`src/sv/bltp_ram.sv`:
```
// Generic single-clock RAM: one write port, one read port, registered read data.
// No dependencies; a read of the address written at the same edge returns the old word.
`default_nettype none
module bltp_ram #(
  parameter int WIDTH = 64,
  parameter int DEPTH = 64
) (
  input  logic                     clk,
  input  logic                     we,
  input  logic [$clog2(DEPTH)-1:0] waddr,
  input  logic [WIDTH-1:0]         wdata,
  input  logic [$clog2(DEPTH)-1:0] raddr,
  output logic [WIDTH-1:0]         rdata
);

  logic [WIDTH-1:0] mem [DEPTH];

  always_ff @(posedge clk) begin
    if (we) begin
      mem[waddr] <= wdata;
    end
    rdata <= mem[raddr];
  end

endmodule
`default_nettype wire

```
`config.mk`:
```
export PLATFORM = sky130hd
export DESIGN_NAME = bltp_ram
export DESIGN_NICKNAME = d
export VERILOG_FILES = /design/src/sv/bltp_ram.sv
export SDC_FILE = /design/constraint.sdc
export NUM_CORES = 2
export LEC_CHECK = 0
export BUFFER_PORTS_ARGS = -buffer_cell sky130_fd_sc_hd__buf_2
export CAP_MARGIN = 20
export CORE_UTILIZATION = 40
export DETAILED_ROUTE_END_ITERATION = 8
export MAX_ROUTING_LAYER = met4
export PLACE_DENSITY_LB_ADDON = 0.15
export SYNTH_ARGS = -nofsm -noshare
export SYNTH_HDL_FRONTEND = slang
export SYNTH_SLANG_ARGS = --single-unit
```
`constraint.sdc`:
```
create_clock -name clk -period 6.3 [get_ports clk]
set_input_delay 0.945 -clock clk [delete_from_list [all_inputs] [get_ports clk]]
set_output_delay 0.945 -clock clk [all_outputs]
set_load 0.03 [all_outputs]
```
==> flow_summary.ini <==
[floorplanning]
start_util_pct = 40.18
io_pins = 142
dieArea_um2 = 393400
core_um2 = 389100
rows = 229
die_h_um = 627.2
die_w_um = 627.2

[drt]
vias = 74865
dr.pass1.iters = 9
routed_wl_um = 464000
avgRoutedWirePerCell_um = 36.63
route.detailed.drc = 24
drt_iter0_markers = 7838
vias_per_cell = 5.910
ant_nets = 0

[critical_path]
r2r_start = mem[11][62]
path_max_fanout = 102
endpoint = rdata[10]
crit_required_ns = 7.20
critical_path.top_delay_family = simple AND/OR/NAND/NOR gates
cpPeakStageDelay_ns = 0.97
arrival_ns = 4.24
cp.depth = 6
crit_chain = buf_8 -> buf_12 -> nand2b_1 -> o221ai_1 -> o22ai_1 -> and3_1
path_buf_inv = 2
cp-startpoint = raddr[2]
startpoint_type = input pin
cp-end-kind = flop
r2r_slack_ns = 4.23
critical_path_class = input pin to flop
reg2reg_depth = 5
cp_slowest_cell = nand2b_1
reg2reg_to = rdata[62]

[synthesis]
yosys.area.top_type_share_pct = 78.67
netlist_area_um2 = 156300
yosys_warnings = 0
synth_async_sr_flop_share_pct = 0
synth-edff-count = 4096
netlist_top_cells_area = edfxtp_1, mux4_2, mux2i_1, dfxtp_1, a22oi_1
yosysTopAreaCell = edfxtp_1
syn_inst = 6598
synth_ff_type = edfxtp_1
synth_nets = 6676
synth_cell_types = 33
syn_avg_cell_area_um2 = 23.70
yosysSeqAreaShare_pct = 79.49
synth-seq-cells = 4160

[power_and_ir_drop]
vdd_drop_max_v = 0.0002068
p_sw_mw = 12.59
leakage_nw = 55.74
power_frac_seq_pct = 52.5
clkPwrFrac_pct = 42.7
p_per_area_nw_per_um2 = 326.4
swShare_pct = 21.47
total_power_mw = 58.65
pwr-share-comb_pct = 4.8
intPower_mw = 46.06

[grt]
grt_max_degree = 103
grt_antenna_before_repair = 35
grt_overflow_total = 0
grt_pass1_wl_um = 639300
grt_pass1_vias = 76957
grt_usage_pct = 24.26

[final_layout]
final_area_um2 = 179700
fill_cells = 32328
num-nets-final = 7158
final_util_pct = 46.17
area_growth_syn_to_layout_pct = 14.91
instances_no_fill = 12667
layout-drive-gt1-share_pct = 28.95

[clock_tree]
cts-root-buf = clkbuf_16
cts_setup_buffers = 0
htree_levels = 5
clkLatencyLatePin_ns = 0.99
cts_tree = yes
cts-buffers-inserted = 435
ctsHoldBuffers = 0
clk_pin_slew_ns = 0.06
cts_resized = 0
clk_path_buf_depth = 4
cts.sinks = 4160

[sta]
min_period_ns = 3.342
finalSetupViolations = 0
fmax_mhz = 299.2
worst_pin_slew_ns = 1.169
max-slew-margin-rel_pct = 22.07
hold_viol_final = 0
tns_ns = 0
skew_ns = 0.04076
maxSlewViolCount = 0
rsz0062_at_grt = no
period_share_pct = 53.05

[placement]
placed_area_um2 = 165100
placed_cells = 11810
gp_congestion = 0.7760
portBuffers = 141
hpwlAfterDp_um = 246400

[outcome]
violations = design-rule violations
status = finished, violations left

[flow_run]
drv_cap = 0

[hold_path]
hold_class = input pin to flop
==> cell usage after synthesis (all sizes together) (18+ instances only) <==
library cell  instances
a41oi                26
inv                  19
nand2                58
o22ai                83
nor2b                28
a31oi                18
mux2i               135
buf                 230
dfxtp                64
and3                 64
o221ai               38
mux4               1024
or2                  28
a22oi               168
a2bb2oi              19
nor2                112
or3                  29
clkbuf              140
a22o                 88
a211oi               63
nand3                45
edfxtp             4096
==> state kept, by name, summed over array words and instances, names as in the netlist <==
name and cells:
mem 4096, rdata 64
==> logic make-up after synthesis <==
group / synth area share, %
flops: 79.49
mux: 15.61
compound gates: 2.477
buf+inv: 1.180
simple gates: 1.240
==> through the flow <==
step	hold slack [ns]	setup slack [ns]
global placement	0.8296	1.878
detailed placement	0.8305	1.916
global route	0.2379	2.912
CTS	0.3137	2.944
floorplan	0.7878	1.325
finish	0.2550	2.958
==> power by group through the flow <==
stage | combinational (mW) | clock (mW) | sequential, mW
CTS | 2.80 | 25.5 | 30.8
finish | 2.80 | 25.0 | 30.8
global route | 2.96 | 26.5 | 30.8
global placement | 2.76 | 0 | 31.4
detailed placement | 2.80 | 0 | 31.4
floorplan | 1.43 | 0 | 31.4
==> metal layers <==
layer  up-vias  part of all wire, %  global-route usage (%)
met2      2639                   50                   40.15
li1      29534                    -                       -
met3       581                  5.9                   2.729
met1     42111                   41                   32.41
met5         -                    0                       -
met4         0                  2.5                   5.803
==> cell type report <==
class	instances	area [µm²]	share of cell area, %
Sequential cell	4160	124300	69.17
Multi-Input combinational cell	2049	30800	17.14
Clock buffer	592	11970	6.660
Tap cell	5197	6502	3.619
Timing Repair Buffer	415	4116	2.291
Clock inverter	212	1874	1.043
Inverter	19	71.32	0.03970
Antenna cell	23	57.56	0.03203
==> cells in the final DEF, fill, tap and decap left out, types with 24 or more instances in the layout <==
cell,Yosys,final
o22ai_1,83,83
nand3_1,45,45
nand2_1,58,54
a22o_1,88,88
a211oi_1,63,63
bufinv_16,0,28
clkinv_2,0,72
dfxtp_1,64,64
nor2b_1,28,24
o221ai_1,38,38
clkinv_1,0,78
edfxtp_1,4096,4096
mux4_2,1024,1024
nor2_4,0,65
or2_2,28,28
clkbuf_8,0,30
a22oi_1,168,168
nor2_1,112,47
clkbuf_1,140,118
buf_12,0,101
buf_4,34,170
buf_2,170,138
mux2i_1,135,135
a41oi_1,26,26
clkbuf_16,0,444
or3_1,29,29
and3_1,64,64
==> how the worst min path moves through the flow <==
| stage | from | endpoint | slack [ns] | depth (start not counted) |
|---|---|---|---|---|
| global route | wdata[43] | mem[31][43] | 0.24 | 1 |
| detailed placement | mem[62][50] | rdata[50] | 0.83 | 4 |
| floorplan | mem[30][61] | rdata[61] | 0.79 | 4 |
| global placement | mem[63][50] | rdata[50] | 0.83 | 4 |
| finish | wdata[43] | mem[29][43] | 0.25 | 1 |
| CTS | wdata[13] | mem[3][13] | 0.31 | 1 |
==> worst register-to-register path, cell delays in order, from the launching register on <==
cell and delay, ns:
edfxtp_1 0.37, mux4_2 0.46, nor2b_1 0.15, a211oi_1 0.35, o22ai_1 0.32, and3_1 0.28
No activity file was read; power rests on OpenSTA's default activity.
